$ cat config.mk
export PLATFORM = sky130hd
export DESIGN_NAME = fcs_front
export DESIGN_NICKNAME = d
export VERILOG_FILES = /design/src/hdl/fcs_pkg.sv /design/src/hdl/fcs_front.sv
export SDC_FILE = /design/constraint.sdc
export NUM_CORES = 1
export LEC_CHECK = 0
export BUFFER_PORTS_ARGS = -buffer_cell sky130_fd_sc_hd__buf_4
export CORE_MARGIN = 5
export CORE_UTILIZATION = 36
export CTS_BUF_LIST = sky130_fd_sc_hd__clkbuf_8 sky130_fd_sc_hd__clkbuf_16
export DETAILED_ROUTE_END_ITERATION = 6
export GPL_TIMING_DRIVEN = 1
export PLACE_DENSITY = 0.75
export SYNTH_ARGS = -nofsm -noshare
export SYNTH_HDL_FRONTEND = slang
export SYNTH_SLANG_ARGS = --single-unit
export TNS_END_PERCENT = 5
$ cat constraint.sdc
create_clock -name clk -period 2.45 [get_ports clk]
set_input_delay 0.49 -clock clk [delete_from_list [all_inputs] [get_ports clk]]
set_output_delay 0.49 -clock clk [all_outputs]
set_load 0.1 [all_outputs]
$ cat src/hdl/fcs_pkg.sv
// Shared types, codes and size constants for the flash command sequencer.
package fcs_pkg;

	// Array geometry (bytes are addressed, words are 16 bits).
	localparam int ADDR_BITS   = 17;
	localparam int SECTOR_BITS = 12;
	localparam int BLOCK_BITS  = 16;
	localparam int WORD_BITS   = ADDR_BITS - 1;

	// Width of the address field on the bus.
	localparam int OFS_W = 17;
	localparam logic [OFS_W-1:0] OFS_MASK = (ADDR_BITS >= OFS_W) ? {OFS_W{1'b1}} :
		OFS_W'((64'd1 << ADDR_BITS) - 64'd1);

	// Word-index masks covering one erase region, clipped to the array.
	localparam logic [WORD_BITS-1:0] SECTOR_MASK = (SECTOR_BITS - 1 >= WORD_BITS) ?
		{WORD_BITS{1'b1}} : WORD_BITS'((64'd1 << (SECTOR_BITS - 1)) - 64'd1);
	localparam logic [WORD_BITS-1:0] BLOCK_MASK = (BLOCK_BITS - 1 >= WORD_BITS) ?
		{WORD_BITS{1'b1}} : WORD_BITS'((64'd1 << (BLOCK_BITS - 1)) - 64'd1);

	// Unlock addresses as byte offsets.
	localparam logic [OFS_W-1:0] UNLOCK_A_OFS = 17'h0aaaa;
	localparam logic [OFS_W-1:0] UNLOCK_B_OFS = 17'h05554;

	// Command codes (low byte of the write data).
	localparam logic [7:0] CMD_UNLOCK1 = 8'haa;
	localparam logic [7:0] CMD_UNLOCK2 = 8'h55;
	localparam logic [7:0] CMD_ERASE   = 8'h80;
	localparam logic [7:0] CMD_ID      = 8'h90;
	localparam logic [7:0] CMD_CFI     = 8'h98;
	localparam logic [7:0] CMD_PROG    = 8'ha0;
	localparam logic [7:0] CMD_CHIP    = 8'h10;
	localparam logic [7:0] CMD_SECTOR  = 8'h30;
	localparam logic [7:0] CMD_BLOCK   = 8'h50;
	localparam logic [7:0] CMD_RESET   = 8'hf0;

	// Command states, reported as mode_now.
	localparam logic [3:0] MODE_READ  = 4'd0;
	localparam logic [3:0] MODE_E1    = 4'd1;
	localparam logic [3:0] MODE_E2    = 4'd2;
	localparam logic [3:0] MODE_E3    = 4'd3;
	localparam logic [3:0] MODE_E4    = 4'd4;
	localparam logic [3:0] MODE_E5    = 4'd5;
	localparam logic [3:0] MODE_QUERY = 4'd6;
	localparam logic [3:0] MODE_PROG  = 4'd7;

	// Result status codes.
	localparam logic [1:0] STAT_OK      = 2'd0;
	localparam logic [1:0] STAT_SEQ     = 2'd1;
	localparam logic [1:0] STAT_BADSIZE = 2'd2;
	localparam logic [1:0] STAT_QUERY   = 2'd3;

	// Access sizes in bytes.
	localparam logic [2:0] SIZE_1 = 3'd1;
	localparam logic [2:0] SIZE_2 = 3'd2;
	localparam logic [2:0] SIZE_4 = 3'd4;

	// Back-end operation kinds.
	localparam logic [2:0] OP_NONE  = 3'd0;
	localparam logic [2:0] OP_RD1   = 3'd1;
	localparam logic [2:0] OP_RD2   = 3'd2;
	localparam logic [2:0] OP_RD4   = 3'd3;
	localparam logic [2:0] OP_PROG  = 3'd4;
	localparam logic [2:0] OP_ERASE = 3'd5;

	// Queue between front and back.
	localparam int QUEUE_DEPTH = 4;
	localparam int QPTR_W      = $clog2(QUEUE_DEPTH);

	// One classified request handed from the front to the back.
	typedef struct packed {
		logic [2:0]           kind;
		logic [WORD_BITS-1:0] word;     // word index, or erase start
		logic [WORD_BITS-1:0] last;     // last word of an erase
		logic [15:0]          data;     // halfword to program
		logic                 hi_byte;  // single-byte read of the upper byte
		logic [1:0]           status;
		logic [3:0]           mode;
	} op_t;

endpackage

$ cat src/hdl/fcs_front.sv
// Front end: accepts bus requests, runs the command state machine, classifies each request.
module fcs_front (
	input  logic         clk,
	input  logic         arst_n,
	input  logic         s_tvalid,
	output logic         s_tready,
	input  logic [39:0]  s_tdata,
	input  logic [0:0]   s_tuser,
	input  logic         q_full,
	input  logic         clearing,
	output logic         push,
	output fcs_pkg::op_t op
);
	import fcs_pkg::*;

	logic [3:0]           state_q;
	logic [3:0]           nxt;
	logic [OFS_W-1:0]     ofs;
	logic [2:0]           size;
	logic [15:0]          wdata;
	logic [7:0]           code;
	logic [WORD_BITS-1:0] wi;
	logic                 is_a;
	logic                 is_b;
	logic                 fail;

	assign ofs   = s_tdata[16:0] & OFS_MASK;
	assign size  = s_tdata[19:17];
	assign wdata = s_tdata[35:20];
	assign code  = wdata[7:0];
	assign wi    = WORD_BITS'(ofs >> 1);
	assign is_a  = (ofs == UNLOCK_A_OFS);
	assign is_b  = (ofs == UNLOCK_B_OFS);

	assign s_tready = !q_full && !clearing;
	assign push     = s_tvalid && s_tready;

	always_comb begin
		nxt        = state_q;
		fail       = 1'b0;
		op.kind    = OP_NONE;
		op.word    = wi;
		op.last    = wi;
		op.data    = wdata;
		op.hi_byte = ofs[0];
		op.status  = STAT_OK;
		if (s_tuser[0]) begin
			if (size != SIZE_2 || ofs[0]) begin
				op.status = STAT_BADSIZE;
			end else if (state_q != MODE_PROG && code == CMD_RESET) begin
				nxt = MODE_READ;
			end else begin
				fail = 1'b1;
				unique case (state_q)
					MODE_READ: begin
						if (is_a && code == CMD_UNLOCK1) begin
							nxt  = MODE_E1;
							fail = 1'b0;
						end
					end
					MODE_E1: begin
						if (is_b && code == CMD_UNLOCK2) begin
							nxt  = MODE_E2;
							fail = 1'b0;
						end
					end
					MODE_E2: begin
						if (is_a && code == CMD_ERASE) begin
							nxt  = MODE_E3;
							fail = 1'b0;
						end else if (is_a && (code == CMD_ID || code == CMD_CFI)) begin
							nxt  = MODE_QUERY;
							fail = 1'b0;
						end else if (is_a && code == CMD_PROG) begin
							nxt  = MODE_PROG;
							fail = 1'b0;
						end
					end
					MODE_E3: begin
						if (is_a && code == CMD_UNLOCK1) begin
							nxt  = MODE_E4;
							fail = 1'b0;
						end
					end
					MODE_E4: begin
						if (is_b && code == CMD_UNLOCK2) begin
							nxt  = MODE_E5;
							fail = 1'b0;
						end
					end
					MODE_E5: begin
						if (code == CMD_CHIP && is_a) begin
							op.kind = OP_ERASE;
							op.word = '0;
							op.last = '1;
							nxt     = MODE_READ;
							fail    = 1'b0;
						end else if (code == CMD_SECTOR) begin
							op.kind = OP_ERASE;
							op.word = wi & ~SECTOR_MASK;
							op.last = wi | SECTOR_MASK;
							nxt     = MODE_READ;
							fail    = 1'b0;
						end else if (code == CMD_BLOCK) begin
							op.kind = OP_ERASE;
							op.word = wi & ~BLOCK_MASK;
							op.last = wi | BLOCK_MASK;
							nxt     = MODE_READ;
							fail    = 1'b0;
						end
					end
					MODE_QUERY: begin
						// Unlock writes are ignored while in query mode.
						if ((is_a && code == CMD_UNLOCK1) || (is_b && code == CMD_UNLOCK2)) begin
							fail = 1'b0;
						end
					end
					MODE_PROG: begin
						op.kind = OP_PROG;
						nxt     = MODE_READ;
						fail    = 1'b0;
					end
					default: begin
					end
				endcase
				if (fail) begin
					nxt       = MODE_READ;
					op.status = STAT_SEQ;
				end
			end
		end else begin
			if (size != SIZE_1 && size != SIZE_2 && size != SIZE_4) begin
				op.status = STAT_BADSIZE;
			end else if ((size == SIZE_2 && ofs[0]) || (size == SIZE_4 && ofs[1:0] != 2'b00)) begin
				op.status = STAT_BADSIZE;
			end else if (state_q == MODE_READ) begin
				if (size == SIZE_1) begin
					op.kind = OP_RD1;
				end else if (size == SIZE_2) begin
					op.kind = OP_RD2;
				end else begin
					op.kind = OP_RD4;
				end
			end else if (state_q == MODE_QUERY) begin
				op.status = STAT_QUERY;
			end else begin
				nxt       = MODE_READ;
				op.status = STAT_SEQ;
			end
		end
		op.mode = nxt;
	end

	always_ff @(posedge clk or negedge arst_n) begin
		if (!arst_n) begin
			state_q <= MODE_READ;
		end else if (push) begin
			state_q <= nxt;
		end
	end

endmodule

==> results.toml <==
[layout]
largest_register_ffs = 4
utilization_pct = 83.0
drive_above_1_share_pct = 71.3
final_nets = 348
fillers = 181
regMostFlops = "state_q"
layoutNonFillerInstCount = 348
reg_top3 = "state_q: 4 flops"
num_antenna_cells = 0
area_delta_synth_final_pct = 125

[sta]
fin_skew_ns = 0.00352
fin_ws_ns = -0.632
finalSetupViolations = 43
tns_ns = -16.40
post-route-period-util_pct = 126
drv_slew = 0
hold_violations = 0
period_needed_ns = 3.08
fmax_ghz = 0.324
worst_slew_pin_slew_ns = 0.519
rsz0062_at_grt = "true"
max_slew_margin_pct = 65.4

[synth]
synth_largest_area_cell = "buf_4"
synth_top_family_by_area = "simple AND/OR/NAND/NOR gates"
synth_seq_cells = 4
synth.top_cell.area_share_pct = 10.2
synthAdderAreaFrac_pct = 0
ys_seq_area_share_pct = 7.53
synthCells = 180
async_reset_ff_share_pct = 100
syn_area_per_cell_um2 = 7.38
synthDistinctLibCells = 53
yosys_warnings = 0
synth_compound_area_share_pct = 18.7
syn_area_um2 = 1330
synth_flop_cell = "dfrtp_1"
synth-edff-count = 0
synth_xor_area_share_pct = 0.659
yosys-top-cells-area = "buf_4 10%, dfrtp_1 7.5%, and2_4 7.3%"
syn-num-nets = 226
synth-simple-area-share_pct = 54.9
muxShareOfSynthArea_pct = 2.26

[power]
worst_ir_drop_vdd_mv = 0.583
p_leak_nw = 1.37
p_per_area_nw_per_um2 = 414

[routing]
postRouteWirelength_mm = 9.07
viasPerCell = 6.50
drcViolationCount = 0
dr.first_iter.drc_count = 310
postRouteAntennaNets = 0
first_pass_iters = 6
dr_total_vias = 2261
wl_per_cell_um = 26.1

[setup_path]
worstReg2RegEnd = "state_q[0]"
crit_buf_inv = 2
crit_path_end_kind = "primary output"
startpoint_type = "primary input"
rrSetupSlack_ns = 0.20
worstPathCellList = "buf_4 -> nor4bb_2 -> nand4_1 -> o221ai_1 -> o41ai_2 -> nor4_2 -> o21ai_1 -> nand2_2 -> buf_12"
cp_max_fo = 3
crit_family = "simple AND/OR/NAND/NOR gates"
cp_slowest_cell = "nor4bb_2"
critPathMaxStageDelay_ns = 0.40
critPathKind = "in -> out"
ff2ff_path_depth = 9
reg2reg_from = "state_q[1]"
critPathArrivalTime_ns = 2.59
critPathRequiredTime_ns = 1.96

[clock_network]
cts_tree = "done"
cts_buffers = 3
cts-root-buf = "clkbuf_8"
h-tree-depth = 1
cts_buffer_depth = 2
clk_latency_ns = 0.22
cts.sink_count = 4
holdBufCountCts = 0
clkTransAtPathRegs_ns = 0.04

[floorplan]
coreArea_um2 = 3610
initial_utilization_pct = 36.8
fp.dieW_um = 70.8
die_h_um = 70.8
die_area_um2 = 5010
io-pin-count = 106
rows = 22

[grt]
grt_pass1_vias = 2111
gr-total-overflow = 0
grt_pass1_wl_mm = 11.9
grt_use_total_pct = 30.1
antenna_found_initial = 0
grt_max_degree = 25

[placement]
dp.cells = 340
place_congestion = 0.946
pre_cts_slack_ns = -0.480
io_buffers = 85
dp_hpwl_mm = 4.09

[job]
max-cap-violations = 0

[min_path]
hold_path_class = "in -> async"

[outcome]
failed_checks = "negative setup slack"
outcome = "complete, but fails checks"
-- cell usage in the layout (no fill, tap or decap), drive strengths merged, types with 4 or more instances in the layout --
cell | Yosys | layout
nand3 | 4 | 4
and2 | 13 | 13
nor2b | 5 | 5
buf | 22 | 143
a21oi | 9 | 9
nand2b | 15 | 15
dfrtp | 4 | 4
nor4 | 5 | 5
nor2 | 14 | 14
o21ai | 11 | 11
nand4 | 5 | 5
nand2 | 10 | 10
nor4b | 4 | 4
inv | 6 | 6
or2 | 4 | 4
-- metal layers --
| metal | track usage (%) | routed length (µm) | up-vias |
|---|---|---|---|
| met1 | 32.5 | 3110 | 1040 |
| met3 | 5.54 | 1050 | 84 |
| met2 | 52.9 | 4130 | 253 |
| met5 | 0 | 0 | - |
| met4 | 20.0 | 769 | 0 |
| li1 | - | - | 884 |
-- kinds of logic after synthesis --
| group | count (synthesis) |
|---|---|
| flip-flops | 4 |
| AND/OR/NAND/NOR | 102 |
| XOR/XNOR | 1 |
| buffers and inverters | 32 |
| AO/OA/AOI/OAI | 38 |
| multiplexers | 3 |
-- Yosys cell counts (all sizes together) (2+ instances only) --
| cell | instances |
|---|---|
| buf | 22 |
| nand2b | 15 |
| nor2 | 14 |
| and2 | 13 |
| o21ai | 11 |
| nand2 | 10 |
| a21oi | 9 |
| inv | 6 |
| nand4 | 5 |
| nor2b | 5 |
| nor4 | 5 |
| clkbuf | 4 |
| dfrtp | 4 |
| nand3 | 4 |
| nor4b | 4 |
| or2 | 4 |
| and3 | 3 |
| mux2i | 3 |
| nand3b | 3 |
| nor3 | 3 |
| nor3b | 3 |
| nor4bb | 3 |
| o211ai | 3 |
| a31oi | 2 |
| and4b | 2 |
| and4bb | 2 |
| nand4b | 2 |
| o21bai | 2 |
| o22ai | 2 |
-- power by group --
part	internal, mW	total [mW]	switching, mW
Combinational	0.342	0.999	0.657
Clock	0.105	0.145	0.0401
Sequential	0.0776	0.0947	0.0171
Total	0.525	1.24	0.714
-- stage by stage --
stage	hold slack (ns)	total power, mW	cell area, µm²
2_1_floorplan	0.194	0.720	1430
3_3_place_gp	0.286	0.878	2340
3_5_place_dp	0.289	0.886	2340
4_1_cts	0.0693	1.14	2910
5_1_grt	0.0609	1.27	2990
6_report	0.0622	1.24	2990
-- worst max path at each step --
| stage | start | to | slack [ns] | cells past startpoint |
|---|---|---|---|---|
| 2_1_floorplan | s_tdata[22] | op[50] | -0.38 | 6 |
| 3_3_place_gp | s_tdata[23] | op[2] | -0.47 | 9 |
| 3_5_place_dp | s_tdata[25] | op[2] | -0.48 | 9 |
| 4_1_cts | s_tdata[10] | op[2] | -0.35 | 9 |
| 5_1_grt | s_tdata[1] | op[2] | -0.70 | 9 |
| 6_report | s_tdata[1] | op[2] | -0.63 | 9 |
-- timing repair --
item / CTS / global route
resized for setup: 118 / 15
setup buffers: 3 / 2
pin swaps: 18 / 4
setup endpoints to repair: 37 / 42
-- final cells by class --
class	instances	area [µm²]	share of cell area, %
inverters	6	22.5	0.752
repair buffers	143	1550	51.9
clock buffers	3	41.3	1.38
well taps	48	60.1	2.01
multi-input cells	144	1220	40.7
flip-flops and latches	4	100	3.34
Power figures use the tool's default switching activity.
