==> src/hdl/fcs_pkg.sv <==
// Shared types, codes and size constants for the flash command sequencer.
package fcs_pkg;

	// Array geometry (bytes are addressed, words are 16 bits).
	localparam int ADDR_BITS   = 17;
	localparam int SECTOR_BITS = 12;
	localparam int BLOCK_BITS  = 16;
	localparam int WORD_BITS   = ADDR_BITS - 1;

	// Width of the address field on the bus.
	localparam int OFS_W = 17;
	localparam logic [OFS_W-1:0] OFS_MASK = (ADDR_BITS >= OFS_W) ? {OFS_W{1'b1}} :
		OFS_W'((64'd1 << ADDR_BITS) - 64'd1);

	// Word-index masks covering one erase region, clipped to the array.
	localparam logic [WORD_BITS-1:0] SECTOR_MASK = (SECTOR_BITS - 1 >= WORD_BITS) ?
		{WORD_BITS{1'b1}} : WORD_BITS'((64'd1 << (SECTOR_BITS - 1)) - 64'd1);
	localparam logic [WORD_BITS-1:0] BLOCK_MASK = (BLOCK_BITS - 1 >= WORD_BITS) ?
		{WORD_BITS{1'b1}} : WORD_BITS'((64'd1 << (BLOCK_BITS - 1)) - 64'd1);

	// Unlock addresses as byte offsets.
	localparam logic [OFS_W-1:0] UNLOCK_A_OFS = 17'h0aaaa;
	localparam logic [OFS_W-1:0] UNLOCK_B_OFS = 17'h05554;

	// Command codes (low byte of the write data).
	localparam logic [7:0] CMD_UNLOCK1 = 8'haa;
	localparam logic [7:0] CMD_UNLOCK2 = 8'h55;
	localparam logic [7:0] CMD_ERASE   = 8'h80;
	localparam logic [7:0] CMD_ID      = 8'h90;
	localparam logic [7:0] CMD_CFI     = 8'h98;
	localparam logic [7:0] CMD_PROG    = 8'ha0;
	localparam logic [7:0] CMD_CHIP    = 8'h10;
	localparam logic [7:0] CMD_SECTOR  = 8'h30;
	localparam logic [7:0] CMD_BLOCK   = 8'h50;
	localparam logic [7:0] CMD_RESET   = 8'hf0;

	// Command states, reported as mode_now.
	localparam logic [3:0] MODE_READ  = 4'd0;
	localparam logic [3:0] MODE_E1    = 4'd1;
	localparam logic [3:0] MODE_E2    = 4'd2;
	localparam logic [3:0] MODE_E3    = 4'd3;
	localparam logic [3:0] MODE_E4    = 4'd4;
	localparam logic [3:0] MODE_E5    = 4'd5;
	localparam logic [3:0] MODE_QUERY = 4'd6;
	localparam logic [3:0] MODE_PROG  = 4'd7;

	// Result status codes.
	localparam logic [1:0] STAT_OK      = 2'd0;
	localparam logic [1:0] STAT_SEQ     = 2'd1;
	localparam logic [1:0] STAT_BADSIZE = 2'd2;
	localparam logic [1:0] STAT_QUERY   = 2'd3;

	// Access sizes in bytes.
	localparam logic [2:0] SIZE_1 = 3'd1;
	localparam logic [2:0] SIZE_2 = 3'd2;
	localparam logic [2:0] SIZE_4 = 3'd4;

	// Back-end operation kinds.
	localparam logic [2:0] OP_NONE  = 3'd0;
	localparam logic [2:0] OP_RD1   = 3'd1;
	localparam logic [2:0] OP_RD2   = 3'd2;
	localparam logic [2:0] OP_RD4   = 3'd3;
	localparam logic [2:0] OP_PROG  = 3'd4;
	localparam logic [2:0] OP_ERASE = 3'd5;

	// Queue between front and back.
	localparam int QUEUE_DEPTH = 4;
	localparam int QPTR_W      = $clog2(QUEUE_DEPTH);

	// One classified request handed from the front to the back.
	typedef struct packed {
		logic [2:0]           kind;
		logic [WORD_BITS-1:0] word;     // word index, or erase start
		logic [WORD_BITS-1:0] last;     // last word of an erase
		logic [15:0]          data;     // halfword to program
		logic                 hi_byte;  // single-byte read of the upper byte
		logic [1:0]           status;
		logic [3:0]           mode;
	} op_t;

endpackage

==> src/hdl/fcs_queue.sv <==
// Short FIFO of classified requests between the front and the back end.
module fcs_queue (
	input  logic         clk,
	input  logic         arst_n,
	input  logic         push,
	input  fcs_pkg::op_t push_op,
	input  logic         pop,
	output logic         head_valid,
	output fcs_pkg::op_t head_op,
	output logic         full
);
	import fcs_pkg::*;

	op_t               slots_q [QUEUE_DEPTH];
	logic [QPTR_W-1:0] wr_q;
	logic [QPTR_W-1:0] rd_q;
	logic [QPTR_W:0]   count_q;

	assign head_valid = (count_q != '0);
	assign full       = (count_q == (QPTR_W+1)'(QUEUE_DEPTH));
	assign head_op    = slots_q[rd_q];

	always_ff @(posedge clk) begin
		if (push) begin
			slots_q[wr_q] <= push_op;
		end
	end

	always_ff @(posedge clk or negedge arst_n) begin
		if (!arst_n) begin
			wr_q    <= '0;
			rd_q    <= '0;
			count_q <= '0;
		end else begin
			if (push) begin
				wr_q <= wr_q + 1'b1;
			end
			if (pop) begin
				rd_q <= rd_q + 1'b1;
			end
			if (push && !pop) begin
				count_q <= count_q + 1'b1;
			end else if (pop && !push) begin
				count_q <= count_q - 1'b1;
			end
		end
	end

endmodule

==> config.mk <==
export PLATFORM = sky130hd
export DESIGN_NAME = fcs_queue
export DESIGN_NICKNAME = d
export VERILOG_FILES = /design/src/hdl/fcs_pkg.sv /design/src/hdl/fcs_queue.sv
export SDC_FILE = /design/constraint.sdc
export NUM_CORES = 1
export LEC_CHECK = 0
export ABC_AREA = 1
export CORE_MARGIN = 8
export CORE_UTILIZATION = 50
export CTS_CLUSTER_SIZE = 16
export DETAILED_ROUTE_END_ITERATION = 8
export DONT_BUFFER_PORTS = 1
export GPL_ROUTABILITY_DRIVEN = 0
export PLACE_DENSITY = 0.61
export SLEW_MARGIN = 20
export SYNTH_ARGS = -nofsm -noshare
export SYNTH_HDL_FRONTEND = slang
export SYNTH_SLANG_ARGS = --single-unit
==> constraint.sdc <==
create_clock -name clk -period 5.05 [get_ports clk]
set_input_delay 1.01 -clock clk [delete_from_list [all_inputs] [get_ports clk]]
set_output_delay 1.01 -clock clk [all_outputs]
set_load 0.05 [all_outputs]
==> impl_metrics.ini, run 1 <==
[route]
postRouteWirelength_um = 18600
dr.pass1.iters = 4
avgRoutedWirePerCell_um = 18.5
post-route-drc-count = 0
drtIter0Drc = 248
antenna_left = 0
via_count = 5153
viasPerCell = 5.14

[finish]
drive_gt1_share_pct = 14.5
fillers = 1605
final_common_cell = edfxtp_1
regArea_mm2 = 0.00715
diodes = 0
syn2layout_area_growth_pct = 7.91
multiInputGateArea_mm2 = 0.00201
stdcell_count = 1002
mostFrequentLayoutCells = edfxtp_1, nand2_1, inv_1, o211ai_2, o211ai_1
nets = 788

[global_route]
antenna_found_initial = 0
grt_pass1_wl_um = 28300
grt_pass1_vias = 5189
grt_max_degree = 90
track_usage_pct = 14.8
overflow = 0

[synthesis]
netlist_area_mm2 = 0.0100
syn_inst = 726
synth_flop_cell = edfxtp_1
synth_edf_count = 232
post_synth.cell_area_avg_um2 = 13.8
seq_area_frac_synth_pct = 71.4
ys_ff_latch = 239
synth_cell_types = 22
async_flop_share_pct = 2.93
syn_nets = 794
yosysWarnings = 0

[cts]
post_cts_buffers = 0
clock-sinks = 239
path_clk_slew_ns = 0.06
post_cts_resized = 0
cts_tree = built
postCtsHoldBufs = 0
numCtsBuffers = 24
clock_latency_ns = 0.50
clockBufferDepth = 3
h-tree-depth = 1
cts_root_buffer = clkbuf_16

[power]
leakagePower_nw = 4.16
p_int_w = 0.00409
ir_drop_v = 0.000385
p_sw_w = 0.00338
clockPowerShare_pct = 22.0
power_frac_comb_pct = 39.3
power_frac_seq_pct = 38.7
sw_frac_of_total_pct = 45.3
p_per_area_mw_per_mm2 = 692

[floorplanning]
boundaryPins = 122
initial_utilization_pct = 51.2
die_y_um = 157
die-area_mm2 = 0.0248
rows = 51
core_area_mm2 = 0.0195
die_w_um = 157

[sta]
whs_ns = 0.210
relSlewSlack_pct = 30.5
setup_viol = 0
final_hold_viol_count = 0
fmax_mhz = 271
fin_skew_ns = 0.0128
drv_slew = 0
min_period_over_period_pct = 73.0
fin_setup_tns_ns = 0
rsz0062_at_grt = false
fin_crit_ns = 3.68
worstMarginPinSlew_ns = 1.04

[critical_path]
reg2reg_depth = 5
start_kind = flop
r2r_start = wr_q[0]
critPathCaptureType = output pin
reg2reg_to = slots_q[2][43]
critPathLaunch = rd_q[0]
worstPathArrival_ns = 2.67
crit_required_ns = 4.04
critical_path_class = reg2out
worstPathMaxFanout = 89
reg2reg_slack_ns = 2.79

[place]
place_inst = 959
io_buffer_count = 0
post-dp-hpwl_um = 11200

[flow_run]
maxCapViolCount = 0

[worst_hold_path]
min_path_type = in2async

[status]
status = completed
## state kept, by name (all words and copies together) (netlist names)
register / cells
slots_q: 232
rd_q: 2
count_q: 3
wr_q: 2
## worst max path at each step
stage | slack (ns) | endpoint
global route | 1.19 | head_op[44]
floorplan | 2.20 | slots_q[0][0]
CTS | 1.34 | head_op[44]
detailed placement | 1.88 | head_op[44]
global placement | 1.92 | head_op[44]
finish | 1.37 | head_op[44]
## critical path, stage by stage, from the launching register on
cell and delay, ns:
dfrtp_4 1.10, buf_12 0.40, o211ai_1 0.16, nand2_1 0.46
## area by class of cell
class	count	area share, %
clock buffers	31	6.00
inverters	128	4.47
well taps	265	3.07
repair buffers	8	0.788
clock inverters	12	0.811
multi-input cells	319	18.7
flip-flops and latches	239	66.2
## synthesized netlist by cell type (all sizes together) (3+ instances only)
cell type	instances	share of area, %
buf	39	3.6
dfrtp	7	1.8
edfxtp	232	70
ha	5	0.63
inv	128	4.8
nand2	188	7.1
o211ai	116	12
xor2	3	0.26
## power groups by stage
stage	clock (W)	sequential [W]	combinational, W
after floorplan	0	0.00274	0.00289
after global placement	0	0.00291	0.00295
after detailed placement	0	0.00294	0.00300
after CTS	0.00168	0.00290	0.00300
after global routing	0.00176	0.00294	0.00315
final	0.00164	0.00289	0.00294
## per-layer routing
layer | vias up | track usage, % | share of wire (%)
met3 | 21 | 5.84 | 10
met5 | - | 0 | 0
met2 | 135 | 25.7 | 49
met1 | 2502 | 16.9 | 39
met4 | 0 | 3.81 | 1.5
li1 | 2495 | - | -
## kinds of logic after synthesis
family                   after synthesis  synth area share, %
AO/OA/AOI/OAI                        117                 11.7
XOR/XNOR                               4                0.350
adder cells (fa/ha/maj)                6                0.825
buffers and inverters                168                 8.50
flip-flops                           239                 71.4
AND/OR/NAND/NOR                      192                 7.25
## stage by stage
step,util [%],power (W),cell area [µm²],setup WS (ns)
finish,55.3,0.00747,10800,1.37
global route,55.3,0.00785,10800,1.19
CTS,55.3,0.00758,10800,1.34
detailed placement,51.5,0.00594,10100,1.88
global placement,51.5,0.00586,10100,1.92
floorplan,-,0.00563,10000,2.20
No activity file was read; power rests on OpenSTA's default activity.
==> run 2: changes to the inputs <==
--- a/config.mk
+++ b/config.mk
@@ -12,7 +12,7 @@
 export DETAILED_ROUTE_END_ITERATION = 8
 export DONT_BUFFER_PORTS = 1
 export GPL_ROUTABILITY_DRIVEN = 0
-export PLACE_DENSITY = 0.61
+export PLACE_DENSITY = 0.64
 export SLEW_MARGIN = 20
 export SYNTH_ARGS = -nofsm -noshare
 export SYNTH_HDL_FRONTEND = slang
==> constraint.sdc (replaced) <==
create_clock -name clk -period 3.35 [get_ports clk]
set_input_delay 0.67 -clock clk [delete_from_list [all_inputs] [get_ports clk]]
set_output_delay 0.67 -clock clk [all_outputs]
set_load 0.05 [all_outputs]
==> run 2 against run 1 <==
Effect of this change: via count rose by 1.8%; non-clock buffer count grew 4; combinational power up 58%; global-route usage rose by 0.40 points; routed wire length grew 1.9%; register-to-register slack got worse by 1.4 ns; clock-buffer cell count grew 6; sequential power up 46%; utilization grew 0.65 points.
==> impl_metrics.ini, run 2 (same netlist as run 1, synthesis figures left out) <==
[status]
status = completed

[critical_path]
start_kind = flop
worstPathArrival_ns = 2.41
path_cells = inv_4, o211ai_1, nand2_1
critical_path_class = reg2out
crit_family = buffers and inverters
crit_required_ns = 2.68
path_buf_inv = 1
cpMaxStageDelayCell = inv_4
worstPathMaxFanout = 59
slowest_delay_ns = 0.64
critPathCaptureType = output pin

[route]
post-route-drc-count = 0
postRouteWirelength_um = 18900
drtIter0Drc = 257
antenna_left = 0
viasPerCell = 5.20
avgRoutedWirePerCell_um = 18.8
dr.pass1.iters = 4
via_count = 5244

[sta]
relSlewSlack_pct = 46.3
whs_ns = 0.233
fmax_mhz = 325
fin_crit_ns = 3.08
worstMarginPinSlew_ns = 0.805
final_hold_viol_count = 0
fin_ws_ns = 0.271
drv_slew = 0
fin_skew_ns = 0.0180
fin_setup_tns_ns = 0
rsz0062_at_grt = false
setup_viol = 0
min_period_over_period_pct = 91.9

[flow_run]
maxCapViolCount = 0

[finish]
nets = 793
drive_gt1_share_pct = 14.5
top_register = slots_q
final_util_pct = 56.0
largest_reg_flops = 232
syn2layout_area_growth_pct = 9.18
fillers = 1567
final_common_cell = edfxtp_1
mostFrequentLayoutCells = edfxtp_1, nand2_1, inv_1, o211ai_2, o211ai_1
largestRegisters = slots_q x232, count_q x3
diodes = 0

[power]
power_w = 0.0114
ir_drop_v = 0.000661
leakagePower_nw = 4.20
p_per_area_mw_per_mm2 = 1050

[floorplanning]
boundaryPins = 122
initial_utilization_pct = 51.2
die-area_mm2 = 0.0248
rows = 51
core_area_mm2 = 0.0195
die_y_um = 157
die_w_um = 157

[cts]
clock-sinks = 239
clock_latency_ns = 0.51
cts_root_buffer = clkbuf_16
numCtsBuffers = 25
clockBufferDepth = 3
h-tree-depth = 1
cts_tree = built
path_clk_slew_ns = 0.06
post_cts_resized = 0

[global_route]
grt_pass1_wl_um = 29200
antenna_found_initial = 0
grt_max_degree = 66
track_usage_pct = 15.2
grt_pass1_vias = 5364
overflow = 0

[place]
io_buffer_count = 0
pre_cts_ws_ns = 0.781
post-dp-hpwl_um = 11600

[worst_hold_path]
min_path_type = in2reg
run 2: layout make-up:
cell class	count	area [µm²]	area share, %
multi-input cells	319	2010	18.4
inverters	128	483	4.42
flip-flops and latches	239	7150	65.4
repair buffers	12	180	1.65
clock inverters	8	96.3	0.882
clock buffers	37	671	6.14
well taps	265	332	3.03
run 2: power by group:
group / leakage [nW] / switching [W] / internal [W]
clock network: 0.362 / 0.00104 / 0.00154
registers: 2.21 / 0.000292 / 0.00393
logic: 1.63 / 0.00378 / 0.000863
total: 4.20 / 0.00512 / 0.00633
run 2: worst reg2reg max path: cells and delay by family (launching register included):
kind	cells	cell delay, ns
buffers and inverters	3	0.98
adders and majority gates	1	0.15
and+or+nand+nor	1	0.06
DFF	1	0.40
run 2: metrics by stage:
step | instances | instance area [µm²]
after global routing | 1008 | 10900
final | 1008 | 10900
after CTS | 1008 | 10900
after floorplan | 726 | 10000
after global placement | 962 | 10100
after detailed placement | 962 | 10100
run 2: worst paths after layout:
kind | slack, ns | endpoint | cells after the start | startpoint
setup / recovery | 0.27 | head_op[9] | 3 | rd_q[1]
hold / removal | 0.23 | rd_q[0] | 1 | pop
setup reg to reg | 1.43 | slots_q[1][20] | 5 | wr_q[1]
hold reg to reg | 0.50 | count_q[2] | 2 | count_q[2]
max in group asynchronous | 2.51 | rd_q[0] | 1 | arst_n
min in group asynchronous | 0.52 | rd_q[1] | 1 | arst_n
run 2: metal layers:
layer	vias up	part of all wire, %	GRT usage [%]
met1	2577	39	16.8
li1	2522	-	-
met5	-	0	0
met4	0	1.9	3.76
met2	118	50	26.7
met3	27	9.2	6.47
run 2: what timing repair did:
action | CTS | global route
setup buffers | 0 | 0
setup endpoints to repair | 0 | 0
endpoints found under the hold margin | 7 | 0
hold buffers | 1 | 0
